$ cat src/rtl/core/phd_pkg.sv
`default_nettype none
// ----------------------------------------------------------------------------
// phd_pkg
// Shared types, codes and defaults for the peak hold with stepped decay block.
// ----------------------------------------------------------------------------
package phd_pkg;

  localparam int SAMPLE_BITS_DEFAULT = 16;
  localparam int CFG_BITS            = 16;
  localparam int CFG_INDEX_BITS      = 2;
  localparam int PHASE_BITS          = 3;

  localparam logic [CFG_BITS-1:0] HOLD_SAMPLES_RESET   = 16'd100;
  localparam logic [CFG_BITS-1:0] DECAY_INTERVAL_RESET = 16'd10;
  localparam logic [CFG_BITS-1:0] DECAY_STEP_RESET     = 16'd1;

  typedef enum logic [CFG_INDEX_BITS-1:0] {
    REG_TRACK_MINIMUM  = 2'd0,
    REG_HOLD_SAMPLES   = 2'd1,
    REG_DECAY_INTERVAL = 2'd2,
    REG_DECAY_STEP     = 2'd3
  } cfg_reg_t;

  localparam logic [PHASE_BITS-1:0] PHASE_IDLE     = 3'd0;
  localparam logic [PHASE_BITS-1:0] PHASE_CAPTURED = 3'd1;
  localparam logic [PHASE_BITS-1:0] PHASE_HOLDING  = 3'd2;
  localparam logic [PHASE_BITS-1:0] PHASE_STEP     = 3'd3;
  localparam logic [PHASE_BITS-1:0] PHASE_WAIT     = 3'd4;
  localparam logic [PHASE_BITS-1:0] PHASE_CHECK    = 3'd5;

  typedef enum logic [5:0] {
    ST_IDLE     = 6'b000001,
    ST_CAPTURED = 6'b000010,
    ST_HOLDING  = 6'b000100,
    ST_STEP     = 6'b001000,
    ST_WAIT     = 6'b010000,
    ST_CHECK    = 6'b100000
  } phase_state_t;

  typedef struct packed {
    logic                track_minimum;
    logic [CFG_BITS-1:0] hold_samples;
    logic [CFG_BITS-1:0] decay_interval;
    logic [CFG_BITS-1:0] decay_step;
  } cfg_t;

  function automatic logic [PHASE_BITS-1:0] phase_code(input phase_state_t st);
    logic [PHASE_BITS-1:0] code;
    case (st)
      ST_IDLE:     code = PHASE_IDLE;
      ST_CAPTURED: code = PHASE_CAPTURED;
      ST_HOLDING:  code = PHASE_HOLDING;
      ST_STEP:     code = PHASE_STEP;
      ST_WAIT:     code = PHASE_WAIT;
      ST_CHECK:    code = PHASE_CHECK;
      default:     code = PHASE_IDLE;
    endcase
    return code;
  endfunction

endpackage
`default_nettype wire

$ cat src/rtl/core/phd_if.sv
`default_nettype none
// ----------------------------------------------------------------------------
// phd_sample_if / phd_result_if
// Valid/ready channels for samples in and held results out.
// ----------------------------------------------------------------------------
interface phd_sample_if #(
  parameter int SAMPLE_BITS = 16
);
  logic                   valid;
  logic                   ready;
  logic [SAMPLE_BITS-1:0] sample;

  modport source (output valid, output sample, input ready);
  modport sink   (input valid, input sample, output ready);
endinterface

interface phd_result_if #(
  parameter int SAMPLE_BITS = 16
);
  logic                   valid;
  logic                   ready;
  logic [SAMPLE_BITS-1:0] held_value;
  logic [2:0]             phase;

  modport source (output valid, output held_value, output phase, input ready);
  modport sink   (input valid, input held_value, input phase, output ready);
endinterface
`default_nettype wire

$ cat src/rtl/core/phd_tracker.sv
`default_nettype none
// ----------------------------------------------------------------------------
// phd_tracker
// Held extreme, phase and wait counter; one step per sample beat.
// ----------------------------------------------------------------------------
module phd_tracker
  import phd_pkg::*;
#(
  parameter int SAMPLE_BITS = SAMPLE_BITS_DEFAULT
) (
  input  wire logic                   clk,
  input  wire logic                   rst,
  input  wire logic                   step_en,
  input  wire logic [SAMPLE_BITS-1:0] sample,
  input  wire cfg_t                   cfg,
  input  wire logic                   restart,
  input  wire logic                   restart_minimum,
  output logic      [SAMPLE_BITS-1:0] held_next,
  output logic      [PHASE_BITS-1:0]  phase_next
);

  localparam int EXT_BITS = ((SAMPLE_BITS > CFG_BITS) ? SAMPLE_BITS : CFG_BITS) + 1;
  localparam logic [EXT_BITS-1:0] RANGE_MAX = EXT_BITS'({SAMPLE_BITS{1'b1}});

  logic [SAMPLE_BITS-1:0] held;
  phase_state_t           state;
  logic [CFG_BITS-1:0]    wait_count;

  phase_state_t           state_next;
  logic [CFG_BITS-1:0]    wait_count_next;

  logic [EXT_BITS-1:0]    held_x;
  logic [EXT_BITS-1:0]    step_x;
  logic [EXT_BITS-1:0]    up_sum;
  logic                   beyond;
  logic                   more;

  assign held_x = EXT_BITS'(held);
  assign step_x = EXT_BITS'(cfg.decay_step);
  assign up_sum = held_x + step_x;
  assign beyond = cfg.track_minimum ? (sample < held) : (sample > held);
  assign more   = cfg.track_minimum ? (up_sum < RANGE_MAX) : (held_x > step_x);

  always_comb begin
    held_next       = held;
    state_next      = state;
    wait_count_next = wait_count;
    if (beyond) begin
      held_next  = sample;
      state_next = ST_CAPTURED;
    end else begin
      case (state)
        ST_CAPTURED: begin
          wait_count_next = cfg.hold_samples;
          state_next      = ST_HOLDING;
        end
        ST_HOLDING, ST_WAIT: begin
          if (wait_count != '0) begin
            wait_count_next = wait_count - 1'b1;
          end else begin
            state_next = (state == ST_HOLDING) ? ST_STEP : ST_CHECK;
          end
        end
        ST_STEP: begin
          if (cfg.track_minimum) begin
            held_next = (up_sum > RANGE_MAX) ? {SAMPLE_BITS{1'b1}}
                                             : up_sum[SAMPLE_BITS-1:0];
          end else begin
            held_next = (held_x > step_x) ? SAMPLE_BITS'(held_x - step_x) : '0;
          end
          wait_count_next = cfg.decay_interval;
          state_next      = ST_WAIT;
        end
        ST_CHECK: begin
          state_next = more ? ST_STEP : ST_IDLE;
        end
        default: begin
          state_next = state;
        end
      endcase
    end
  end

  assign phase_next = phase_code(state_next);

  always_ff @(posedge clk) begin
    if (rst) begin
      held       <= '0;
      state      <= ST_IDLE;
      wait_count <= '0;
    end else if (restart) begin
      held       <= restart_minimum ? {SAMPLE_BITS{1'b1}} : '0;
      state      <= ST_IDLE;
      wait_count <= '0;
    end else if (step_en) begin
      held       <= held_next;
      state      <= state_next;
      wait_count <= wait_count_next;
    end
  end

endmodule
`default_nettype wire

$ cat src/rtl/core/peak_hold_with_stepped_decay.sv
`default_nettype none
// ----------------------------------------------------------------------------
// peak_hold_with_stepped_decay
// Tracks the running maximum or minimum of a sample stream with hold and
// stepped decay toward the end of the range.
// ----------------------------------------------------------------------------
// One sample beat in gives one result beat out, holding the extreme after that
// sample and its phase. A sample is taken every cycle unless output stalls;
// it is held in the input register, the tracker steps on it and its result
// goes to the output register. The user must make register writes (mode,
// hold count, decay interval, decay step) only while no sample is in flight;
// the block does not enforce it; a mode write restarts from the range end.
module peak_hold_with_stepped_decay
  import phd_pkg::*;
#(
  parameter int SAMPLE_BITS = SAMPLE_BITS_DEFAULT
) (
  input  wire logic                      clk,
  input  wire logic                      rst,
  input  wire logic                      cfg_write,
  input  wire logic [CFG_INDEX_BITS-1:0] cfg_index,
  input  wire logic [CFG_BITS-1:0]       cfg_data,
  phd_sample_if.sink                     in,
  phd_result_if.source                   out
);

  cfg_t                   cfg;
  logic                   restart;

  logic                   in_valid;
  logic [SAMPLE_BITS-1:0] in_sample;
  logic                   advance;

  logic [SAMPLE_BITS-1:0] held_next;
  logic [PHASE_BITS-1:0]  phase_next;

  logic                   out_valid;
  logic [SAMPLE_BITS-1:0] out_held;
  logic [PHASE_BITS-1:0]  out_phase;

  // config registers
  assign restart = cfg_write && (cfg_reg_t'(cfg_index) == REG_TRACK_MINIMUM);

  always_ff @(posedge clk) begin
    if (rst) begin
      cfg.track_minimum  <= 1'b0;
      cfg.hold_samples   <= HOLD_SAMPLES_RESET;
      cfg.decay_interval <= DECAY_INTERVAL_RESET;
      cfg.decay_step     <= DECAY_STEP_RESET;
    end else if (cfg_write) begin
      case (cfg_reg_t'(cfg_index))
        REG_TRACK_MINIMUM:  cfg.track_minimum  <= cfg_data[0];
        REG_HOLD_SAMPLES:   cfg.hold_samples   <= cfg_data;
        REG_DECAY_INTERVAL: cfg.decay_interval <= cfg_data;
        REG_DECAY_STEP:     cfg.decay_step     <= cfg_data;
        default:            cfg.decay_step     <= cfg.decay_step;
      endcase
    end
  end

  // input register
  assign advance  = in_valid && (!out_valid || out.ready);
  assign in.ready = !in_valid || advance;

  always_ff @(posedge clk) begin
    if (rst) begin
      in_valid <= 1'b0;
    end else if (in.ready) begin
      in_valid <= in.valid;
    end
  end

  always_ff @(posedge clk) begin
    if (in.valid && in.ready) begin
      in_sample <= in.sample;
    end
  end

  phd_tracker #(
    .SAMPLE_BITS(SAMPLE_BITS)
  ) u_tracker (
    .clk             (clk),
    .rst             (rst),
    .step_en         (advance),
    .sample          (in_sample),
    .cfg             (cfg),
    .restart         (restart),
    .restart_minimum (cfg_data[0]),
    .held_next       (held_next),
    .phase_next      (phase_next)
  );

  // result register
  always_ff @(posedge clk) begin
    if (rst) begin
      out_valid <= 1'b0;
    end else if (advance) begin
      out_valid <= 1'b1;
    end else if (out.ready) begin
      out_valid <= 1'b0;
    end
  end

  always_ff @(posedge clk) begin
    if (advance) begin
      out_held  <= held_next;
      out_phase <= phase_next;
    end
  end

  assign out.valid      = out_valid;
  assign out.held_value = out_held;
  assign out.phase      = out_phase;

endmodule
`default_nettype wire
$ cat src/flat_wrapper.sv
// flat-port wrapper written by rule: the top's interface ports become plain ports
module peak_hold_with_stepped_decay_flat import phd_pkg::*;
#(
  parameter int SAMPLE_BITS = SAMPLE_BITS_DEFAULT
)
  (clk, rst, cfg_write, cfg_index, cfg_data, in_valid, in_sample, in_ready, out_valid, out_held_value, out_phase, out_ready);
  phd_sample_if #(.SAMPLE_BITS(SAMPLE_BITS)) in_i ();
  phd_result_if #(.SAMPLE_BITS(SAMPLE_BITS)) out_i ();
  input  wire logic clk;
  input  wire logic rst;
  input  wire logic cfg_write;
  input  wire logic [CFG_INDEX_BITS-1:0] cfg_index;
  input  wire logic [CFG_BITS-1:0] cfg_data;
  input wire logic [$bits(in_i.valid)-1:0] in_valid;
  input wire logic [$bits(in_i.sample)-1:0] in_sample;
  output wire logic [$bits(in_i.ready)-1:0] in_ready;
  output wire logic [$bits(out_i.valid)-1:0] out_valid;
  output wire logic [$bits(out_i.held_value)-1:0] out_held_value;
  output wire logic [$bits(out_i.phase)-1:0] out_phase;
  input wire logic [$bits(out_i.ready)-1:0] out_ready;
  assign in_i.valid = in_valid;
  assign in_i.sample = in_sample;
  assign in_ready = in_i.ready;
  assign out_valid = out_i.valid;
  assign out_held_value = out_i.held_value;
  assign out_phase = out_i.phase;
  assign out_i.ready = out_ready;
  peak_hold_with_stepped_decay #(.SAMPLE_BITS(SAMPLE_BITS)) u_core (.clk(clk), .rst(rst), .cfg_write(cfg_write), .cfg_index(cfg_index), .cfg_data(cfg_data), .in(in_i), .out(out_i));
endmodule
$ cat config.mk
export PLATFORM = sky130hd
export DESIGN_NAME = peak_hold_with_stepped_decay_flat
export DESIGN_NICKNAME = d
export VERILOG_FILES = /design/src/rtl/core/phd_pkg.sv /design/src/rtl/core/phd_if.sv /design/src/rtl/core/phd_tracker.sv /design/src/rtl/core/peak_hold_with_stepped_decay.sv /design/src/flat_wrapper.sv
export SDC_FILE = /design/constraint.sdc
export NUM_CORES = 1
export LEC_CHECK = 0
export BUFFER_PORTS_ARGS = -buffer_cell sky130_fd_sc_hd__buf_2
export CORE_ASPECT_RATIO = 0.9
export CORE_MARGIN = 2
export CORE_UTILIZATION = 55
export CTS_BUF_LIST = sky130_fd_sc_hd__clkbuf_2 sky130_fd_sc_hd__clkbuf_4 sky130_fd_sc_hd__clkbuf_8
export DETAILED_ROUTE_END_ITERATION = 8
export HOLD_SLACK_MARGIN = 0.02
export PLACE_DENSITY = 0.74
export SYNTH_ARGS = -nofsm -noshare
export SYNTH_HDL_FRONTEND = slang
export SYNTH_SLANG_ARGS = --single-unit
$ cat constraint.sdc
create_clock -name clk -period 5.95 [get_ports clk]
set_input_delay 0.8925 -clock clk [delete_from_list [all_inputs] [get_ports clk]]
set_output_delay 0.8925 -clock clk [all_outputs]
set_load 0.1 [all_outputs]
==> summary.md, run 1 <==
| Metric | Value |
|---|---|
| Status | finished, final reports clean |
| Most used cell, CP | a211oi_1 |
| Filler cell count | 1334 |
| CP max stage delay | about 780 ps |
| Hold Path Class | flip-flop to flip-flop |
| DR iter-0 viols | around 750 |
| Post-synth ARST share | 0% |
| Ports | 60 |
| LEAKAGE | 0.003641 µW |
| Setup TNS | 0 ps |
| Vias in the first global route | 6730 |
| Synth area leaders | dfxtp_1, edfxtp_1, ha_1 |
| Multi-input gate area | 4760 µm² |
| Worst path required time | 6260 ps |
| Util after Layout | 60.36% |
| Commonest non-fill, non-tap cell in the layout | nand2_1 |
| Count of pins over their slew limit | 0 |
| Post-Syn Area | 8088 µm² |
| Worst rel slew slack | roughly a quarter |
| DR vias/cell | 6.128 |
| Vias after detailed routing | 7488 |
| Sequential Area | 2833 µm² |
| Synth area leader | dfxtp_1 |
| Commonest non-fill, non-tap cells in the layout | nand2_1, dfxtp_1, a21oi_1 |
| CP max-delay cell | nand3_1 |
| Crit-path max FO | 20 |
| Yosys cell types | 91 |
| RSZ-0062 raised after global routing | no |
| Total of max-cap violations | 0 |
| Share of the yosys chip area belonging to registers | 35.02% |
| Clk_lat worst skew | between 400 and 500 ps |
| Initial antenna violation count | 0 |
| Post-DRT Antenna Nets | 0 |
| Clk sinks | 124 |
| Core area | 14560 µm² |
| Worst Max-Slew Pin Slew | 1139 ps |
| Final Critical Period | 3617 ps |
| Final wirelength | 23.00 mm |
| CTS tree | yes |
| H-tree depth | 4 |
| # nets final | 1102 |
| Largest net degree at the start of global routing | 55 |
| DP HPWL | 16.57 mm |
| Max IR drop VDD | 177.4 µV |
| Crit path cell chain | inv_1 > ha_1 > a21oi_1 > a21boi_1 > o311ai_1 > and2_1 > a31o_2 > mux2i_2 > nand3_1 > a211oi_1 > a211oi_1 |
| Post-synth top area share | 22.03% |
| Die Wd | approximately 130 µm |
| #FFs+latches synth | between 100 and 150 |
| Initial Util | 55.56% |
| Overflow after GRT | 0 |
| IO Port Bufs | 59 |
| Critical path type | flip-flop to flip-flop |
| Synth Instances | 989 |
| Clock Path Buffers | 2 |
| TritonCTS Buffers | 17 |
| Share of layout cells above drive strength 1 | 12.50% |
| Synthesized net count | 1080 |
| Die Area | around 16000 µm² |
| Crit path max-delay family | compound AO/OA/AOI/OAI gates |
| Area Overhead vs Synth | 8.632% |
| Period utilization | 60.79% |
| Row count | 42 |
| Critical Path Source Type | flip-flop |
| GPL Wtd Cong | about 0.98 |
| Final Hold Vio Count | 0 |
| Ys flop type | dfxtp_1 |
| EDFF count, synth | 35 |
| Cts repair resizes | 0 |
| Buffers & Inverters on Critical Path | 1 |
| Clk_skew | 13.65 ps |
| Hold-fix buffers, CTS | 0 |
| Mean area per synthesized cell | approximately 8.2 µm² |
| PwrDens | approximately 260 nW/µm² |
| WL/cell | 18.82 µm |
| First-pass GRT wire length | 36.11 mm |
| GRT Util Overall | 29.37% |
| Router iterations before antenna repair | 7 |
| Crit. End Element | flip-flop |
| CTS clk-pin slew, worst paths | 80 ps |
| ANT cells | 0 |
| Remaining DRCs | 0 |
| # Post-CTS Setup Buffers | 0 |
| Max Clk Rate | ~280 MHz |
| Yosys Warn Count | 0 |
| DIE HEIGHT | 119.0 µm |
| Root buffer cell | clkbuf_8 |
| Final setup violation count | 0 |
| CP arrival | 3930 ps |
## cell usage after synthesis, types with 7 or more instances
master and number:
a22oi_1 19, nand2_1 154, o21ai_1 16, nand3b_1 9
nor2b_1 8, nor3_1 26, inv_1 57, o21ai_0 25
dfxtp_1 89, buf_2 9, o211ai_1 8, a211oi_1 16
nand2b_1 7, a31oi_1 11, a21oi_1 82, o31ai_1 8
ha_1 50, nand3_1 39, nor2_1 72, edfxtp_1 35
a221oi_1 11, clkbuf_1 44, o21a_1 7, or3_1 13
xor2_1 7, xnor2_1 23, mux2i_1 17
## tightest hold or removal path, cell delays in order (launching register included)
cell	delay [ps]
dfxtp_1	310
nand2_1	50
a21oi_1	50
## flip-flops by register name, summed over array words and instances (netlist names)
register,cells
u_core.out.phase,3
u_core.out.valid,1
u_core.in_sample,16
u_core.out.held_value,16
u_core.cfg,49
u_core.u_tracker.wait_count,16
u_core.u_tracker.state,6
u_core.in_valid,1
u_core.u_tracker.held,16
## path summary, 6_finish.rpt
path / startpoint / to / slack, ps / cells past startpoint
hold reg to reg: u_core.cfg[47]$_SDFFE_PP0P_ / u_core.cfg[47]$_SDFFE_PP0P_ / 460 / 2
setup reg to reg: u_core.u_tracker.held[4]$_SDFFE_PP0P_ / u_core.u_tracker.wait_count[0]$_SDFFE_PP0P_ / 2330 / 11
hold / removal: u_core.cfg[47]$_SDFFE_PP0P_ / u_core.cfg[47]$_SDFFE_PP0P_ / 460 / 2
setup / recovery: u_core.u_tracker.held[4]$_SDFFE_PP0P_ / u_core.u_tracker.wait_count[0]$_SDFFE_PP0P_ / 2330 / 11
## kinds of logic after synthesis
kind of cell             synth area share, %
AND/OR/NAND/NOR                        22.83
multiplexers                           2.413
XOR/XNOR                               3.249
adder cells (fa/ha/maj)                8.230
flip-flops                             35.02
AO/OA/AOI/OAI                          22.12
buffers and inverters                  6.126
## stage by stage
| step | cells | area [µm²] | worst slack [ps] | hold WS [ps] | total power [µW] |
|---|---|---|---|---|---|
| finish | 1222 | 8786 | 2333 | 455.6 | 2274 |
| global route | 1222 | 8786 | 1959 | 476.4 | 2360 |
| CTS | 1222 | 8786 | 2378 | 457.9 | 2265 |
| detailed placement | 1190 | 8391 | 2366 | 447.4 | 1514 |
| global placement | 1190 | 8391 | 2417 | 441.1 | 1514 |
| floorplan | 989 | 8088 | 2973 | 431.9 | 1384 |
## routing by layer
| layer | GRT usage [%] | routed length [µm] | vias to the layer above |
|---|---|---|---|
| met2 | 46.56 | 10230 | 376 |
| li1 | - | - | 3588 |
| met4 | 9.783 | 657 | 0 |
| met3 | 6.769 | 2282 | 58 |
| met5 | 0 | 0 | - |
| met1 | 39.70 | 9829 | 3466 |
## power by group
group	total [µW]	switching, µW	internal (µW)
clock	762	353	408
sequential	946	34.2	912
combinational	566	383	184
## final cells by class
type	count	share of cell area, %
multi-input cells	745	54.17
flip-flops and latches	124	32.24
repair buffers	63	3.703
clock buffers	22	3.233
well taps	198	2.820
inverters	60	2.563
clock inverters	10	1.267
(Power assumes the default switching activity.)
==> run 2: changes to the inputs <==
==> constraint.sdc (replaced) <==
create_clock -name clk -period 3.5 [get_ports clk]
set_input_delay 0.525 -clock clk [delete_from_list [all_inputs] [get_ports clk]]
set_output_delay 0.525 -clock clk [all_outputs]
set_load 0.1 [all_outputs]
==> summary.md, run 2 (synthesized netlist as in run 1, its figures left out) <==
| Metric | Value |
|---|---|
| GRT Util Overall | 29.87% (+0.50 points) |
| Row count | 42 (unchanged) |
| Final wirelength | 23.33 mm (+1.4%) |
| Die Area | 15690 µm² (unchanged) |
| Remaining DRCs | 0 (unchanged) |
| CTS clk-pin slew, worst paths | 80 ps (about the same) |
| GPL Wtd Cong | 1.039 (+6.1%) |
| Initial Util | 55.56% (unchanged) |
| Overflow after GRT | 0 (unchanged) |
| Commonest non-fill, non-tap cells in the layout | nand2_1, dfxtp_1, a21oi_1 |
| Clk_lat worst skew | 450 ps (about the same) |
| Final setup violation count | 0 (unchanged) |
| Crit. End Element | flip-flop |
| Die Wd | 131.8 µm (unchanged) |
| Vias after detailed routing | 7581 (+1.2%) |
| Vias in the first global route | 6828 (+1.5%) |
| Reg2reg setup slack | 190 ps (-2140 ps) |
| Critical Path End | u_core.out.held_value[2]$_DFFE_PP_ |
| Ports | 60 (unchanged) |
| Core area | 14560 µm² (unchanged) |
| Share of layout cells above drive strength 1 | 14.98% (+2.5 points) |
| Hold Path Class | input pin to flip-flop |
| Post-route insts no fill | 1246 (+2.0%) |
| # nets final | 1126 (+2.2%) |
| CP arrival | 3520 ps (-410 ps) |
| CTS tree | yes |
| Largest net degree at the start of global routing | 55 (unchanged) |
| Clock Path Buffers | 2 (unchanged) |
| Status | finished, final reports clean |
| LEAKAGE | 0.003769 µW (+3.5%) |
| Worst rel slew slack | 35.48% (+12 points) |
| Router iterations before antenna repair | 6 (-1) |
| DP HPWL | 17.09 mm (+3.1%) |
| FF-to-FF path depth | 14 (+3) |
| Filler cell count | 1314 (-1.5%) |
| Max Clk Rate | 302.5 MHz (+9.4%) |
| Critical Path Source Type | flip-flop |
| H-tree depth | 4 (unchanged) |
| DR iter-0 viols | 826 (+10%) |
| Setup TNS | 0 ps (unchanged) |
| Crit-path max FO | 14 (-30%) |
| Worst path required time | 3710 ps (-2550 ps) |
| Worst Min Path Start | in_sample[2] |
| Most flop-heavy register | u_core.cfg |
| Setup crit start | u_core.u_tracker.held[0]$_SDFFE_PP0P_ |
| Initial antenna violation count | 0 (unchanged) |
| Period utilization | 94.45% (+34 points) |
| ANT cells | 0 (unchanged) |
| Clk_skew | 10.70 ps (-2.953 ps) |
| WL/cell | 18.73 µm (-0.51%) |
| Commonest non-fill, non-tap cell in the layout | nand2_1 |
| Final Hold Vio Count | 0 (unchanged) |
| RR Startpoint | u_core.u_tracker.held[0]$_SDFFE_PP0P_ |
| Util after Layout | 61.90% (+1.5 points) |
| Count of pins over their slew limit | 0 (unchanged) |
| DR vias/cell | 6.084 (-0.71%) |
| Total of max-cap violations | 0 (unchanged) |
| Post-DRT Antenna Nets | 0 (unchanged) |
| PwrDens | 438.8 nW/µm² (+70%) |
| Cell count after placement | 1213 (+1.9%) |
| IO Port Bufs | 59 (unchanged) |
| Max IR drop VDD | 328.7 µV (+85%) |
| Root buffer cell | clkbuf_8 |
| FF-to-FF End | u_core.out.held_value[2]$_DFFE_PP_ |
| First-pass GRT wire length | 36.80 mm (+1.9%) |
| Clk sinks | 124 (unchanged) |
| Critical path type | flip-flop to flip-flop |
| Max reg flops | 49 (unchanged) |
| Final Critical Period | 3306 ps (-311.4 ps) |
| TritonCTS Buffers | 17 (unchanged) |
| Worst Max-Slew Pin Slew | 967.8 ps (-171.7 ps) |
| DIE HEIGHT | 119.0 µm (unchanged) |
| Area Overhead vs Synth | 11.42% |
[run 2: cell types whose count changed in the layout (fill, tap and decap cells not counted), moves of 2 or more]
cell	previous run	this run
a221oi_1	11	8
a221oi_2	0	3
buf_4	4	28
clkbuf_4	3	1
clkinv_4	1	4
[run 2: per-layer routing]
metal	track usage [%]	vias up	share of wire (%)
li1	-	3643	-
met1	41.77	3521	44
met2	45.39	377	43
met3	7.578	40	9.7
met4	9.443	0	2.5
met5	0	-	0
[run 2: per-stage QoR]
| step | hold slack [ps] | instance area [µm²] | power (µW) | setup slack, ps |
|---|---|---|---|---|
| 2_1_floorplan | 431.9 | 8088 | 2352 | 523.4 |
| 3_3_place_gp | 441.7 | 8563 | 2602 | 271.2 |
| 3_5_place_dp | 447.1 | 8563 | 2604 | 188.0 |
| 4_1_cts | 223.1 | 8982 | 3936 | 180.5 |
| 5_1_grt | 224.1 | 9011 | 4111 | -8.032 |
| 6_report | 247.6 | 9011 | 3954 | 194.1 |
[run 2: cell type report]
| class | instances | area (µm²) | share of cell area, % |
|---|---|---|---|
| inverter | 60 | 225.2 | 2.499 |
| clock buffer | 19 | 255.2 | 2.833 |
| sequential | 124 | 2834 | 31.45 |
| timing repair buffer | 87 | 505.5 | 5.610 |
| clock inverter | 13 | 163.9 | 1.819 |
| multi-input combinational | 745 | 4780 | 53.04 |
| tap | 198 | 247.7 | 2.749 |
[run 2: power breakdown]
| group | switching [µW] | internal [µW] |
|---|---|---|
| combinational | 659 | 337 |
| sequential | 61.3 | 1550 |
| clock | 612 | 735 |
| total | 1330 | 2620 |
[run 2: worst max-delay path, stage by stage, from the launching register on]
cell and delay (ps):
dfxtp_2 340, inv_1 70, ha_1 160, inv_1 50
fa_1 430, a211oi_1 290, o21ai_0 140, a31oi_1 290
a21oi_1 110, o31a_2 420, buf_4 200, a211oi_1 320
a21oi_1 100, nand2_1 80, nand2_1 50
[run 2: worst min-delay path by stage]
stage	end	cells after the start
global placement	u_core.cfg[40]$_SDFFE_PP0P_	2
global route	u_core.in_sample[2]$_DFFE_PP_	1
CTS	u_core.in_sample[2]$_DFFE_PP_	1
detailed placement	u_core.cfg[42]$_SDFFE_PP0P_	2
finish	u_core.in_sample[2]$_DFFE_PP_	1
floorplan	u_core.cfg[47]$_SDFFE_PP0P_	2
[run 2: timing repair]
item | 4_1_cts | 5_1_grt
hold endpoints to repair | 0 | 0
buffers inserted | 0 | 1
hold buffers | 0 | 0
endpoints found under the setup margin | 0 | 14
resized for setup | 0 | 5
==> run 3: changes to the inputs <==
--- a/config.mk
+++ b/config.mk
@@ -9,7 +9,7 @@
 export CORE_ASPECT_RATIO = 0.9
 export CORE_MARGIN = 2
 export CORE_UTILIZATION = 55
-export CTS_BUF_LIST = sky130_fd_sc_hd__clkbuf_2 sky130_fd_sc_hd__clkbuf_4 sky130_fd_sc_hd__clkbuf_8
+export CTS_BUF_LIST = sky130_fd_sc_hd__clkbuf_8
 export DETAILED_ROUTE_END_ITERATION = 8
 export HOLD_SLACK_MARGIN = 0.02
 export PLACE_DENSITY = 0.74
==> summary.md, run 3 (synthesized netlist as in run 1, its figures left out) <==
| Metric | Value |
|---|---|
| Final setup violation count | 0 (unchanged) |
| Worst Min Path Start | in_sample[2] |
| DR vias/cell | 6.136 (+0.86%) |
| H-tree depth | 4 (unchanged) |
| ANT cells | 0 (unchanged) |
| Router iterations before antenna repair | 8 (+2) |
| Count of pins over their slew limit | 0 (unchanged) |
| # nets final | 1126 (unchanged) |
| Setup crit start | u_core.u_tracker.held[1]$_SDFFE_PP0P_ |
| Largest net degree at the start of global routing | 55 (unchanged) |
| Worst rel slew slack | 34.10% (-1.4 points) |
| Hold slack | 247.2 ps (-0.3760 ps) |
| DR iter-0 viols | 851 (+3.0%) |
| Worst Max-Slew Pin Slew | 988.6 ps (+20.79 ps) |
| Vias in the first global route | 6828 (unchanged) |
| Clk_lat worst skew | 450 ps (about the same) |
| IO Port Bufs | 59 (unchanged) |
| Initial Util | 55.56% (unchanged) |
| Final Critical Period | 3305 ps (-0.7140 ps) |
| Share of layout cells above drive strength 1 | 14.89% (-0.095 points) |
| Buffers & Inverters on Critical Path | 1 (-2) |
| Clk sinks | 124 (unchanged) |
| Ports | 60 (unchanged) |
| DP HPWL | 17.09 mm (unchanged) |
| Worst path required time | 3680 ps (-30 ps) |
| Initial antenna violation count | 0 (unchanged) |
| PwrDens | 437.9 nW/µm² (-0.20%) |
| Vias after detailed routing | 7646 (+0.86%) |
| CP arrival | 3490 ps (-30 ps) |
| Crit-path max FO | 5 (-9) |
| Util after Layout | 61.88% (about the same) |
| Hold Path Class | input pin to flip-flop |
| WL/cell | 18.82 µm (+0.50%) |
| Root buffer cell | clkbuf_8 |
| Most flop-heavy register | u_core.cfg |
| Overflow after GRT | 0 (unchanged) |
| CP max stage delay | 480 ps (+50 ps) |
| Crit path max-delay family | simple AND/OR/NAND/NOR gates |
| CP max-delay cell | fa_1 |
| Die Area | 15690 µm² (unchanged) |
| CTS tree | yes |
| Commonest non-fill, non-tap cells in the layout | nand2_1, dfxtp_1, a21oi_1 |
| Clk_skew | 10.65 ps (-0.04950 ps) |
| GPL Wtd Cong | 1.039 (unchanged) |
| Row count | 42 (unchanged) |
| LEAKAGE | 0.003770 µW (about the same) |
| CTS clk-pin slew, worst paths | 80 ps (about the same) |
| Crit path cell chain | inv_1 > fa_1 > or2_1 > a221oi_4 > o211ai_1 > or4_1 > nand4b_1 > and4b_1 > a21oi_2 > a21oi_1 > o311ai_1 |
| Post-DRT Antenna Nets | 0 (unchanged) |
| Critical Path Source Type | flip-flop |
| Max reg flops | 49 (unchanged) |
| Total of max-cap violations | 0 (unchanged) |
| TritonCTS Buffers | 17 (unchanged) |
| Final Hold Vio Count | 0 (unchanged) |
| RR Startpoint | u_core.u_tracker.held[1]$_SDFFE_PP0P_ |
| GRT Util Overall | 29.87% (unchanged) |
| Core area | 14560 µm² (unchanged) |
| Status | finished, final reports clean |
| Crit. End Element | flip-flop |
| Max Clk Rate | 302.6 MHz (about the same) |
| Area Overhead vs Synth | 11.37% (about the same) |
| Clock Path Buffers | 2 (unchanged) |
| Final wirelength | 23.45 mm (+0.50%) |
| First-pass GRT wire length | 36.80 mm (unchanged) |
| Max IR drop VDD | 330.0 µV (+0.39%) |
| Commonest non-fill, non-tap cell in the layout | nand2_1 |
| Period utilization | 94.43% (about the same) |
| Remaining DRCs | 0 (unchanged) |
| Critical path type | flip-flop to flip-flop |
| DIE HEIGHT | 119.0 µm (unchanged) |
| Die Wd | 131.8 µm (unchanged) |
| Hold-fix buffers, CTS | 0 (unchanged) |
run 3: changes by cell type in the layout (fill, tap and decap cells not counted), sizes merged:
cell	before	now
inv	62	63
clkbuf	19	18
run 3: through the flow:
stage / setup WS, ps / TNS, ps / area [µm²] / total power, µW / instances
finish: 194.8 / 0 / 9007 / 3944 / 1246
CTS: 180.5 / 0 / 8979 / 3925 / 1245
global route: -8.033 / -10.57 / 9007 / 4100 / 1246
floorplan: 523.4 / 0 / 8088 / 2352 / 989
global placement: 271.2 / 0 / 8563 / 2602 / 1213
detailed placement: 188.0 / 0 / 8563 / 2604 / 1213
run 3: path summary, 6_finish.rpt:
| check | end | slack (ps) | cells after the start |
|---|---|---|---|
| setup / recovery | u_core.out.phase[0]$_DFFE_PP_ | 190 | 11 |
| hold / removal | u_core.in_sample[2]$_DFFE_PP_ | 250 | 1 |
| setup reg to reg | u_core.out.phase[0]$_DFFE_PP_ | 190 | 11 |
| hold reg to reg | u_core.cfg[40]$_SDFFE_PP0P_ | 460 | 2 |
run 3: routing by layer:
metal	vias up	share of wire (%)	track usage (%)
met3	33	10	7.578
met1	3563	44	41.77
li1	3641	-	-
met2	409	44	45.39
met5	-	0	0
met4	0	2.2	9.443
run 3: what timing repair did:
| item | CTS | global route |
|---|---|---|
| setup endpoints to repair | 0 | 14 |
| buffers inserted | 0 | 1 |
| gates resized for setup | 0 | 5 |
run 3: final cells by class:
type | instances | area (µm²)
clock buffers | 18 | 247.7
clock inverters | 14 | 167.7
fillers | 1312 | 5549
inverters | 60 | 225.2
multi-input cells | 745 | 4780
flip-flops and latches | 124 | 2834
well taps | 198 | 247.7
repair buffers | 87 | 505.5
run 3: power breakdown:
group	switching, µW	total (µW)	internal (µW)
Sequential	61.8	1610	1550
Combinational	661	998	337
Clock	610	1330	724
Total	1330	3940	2610
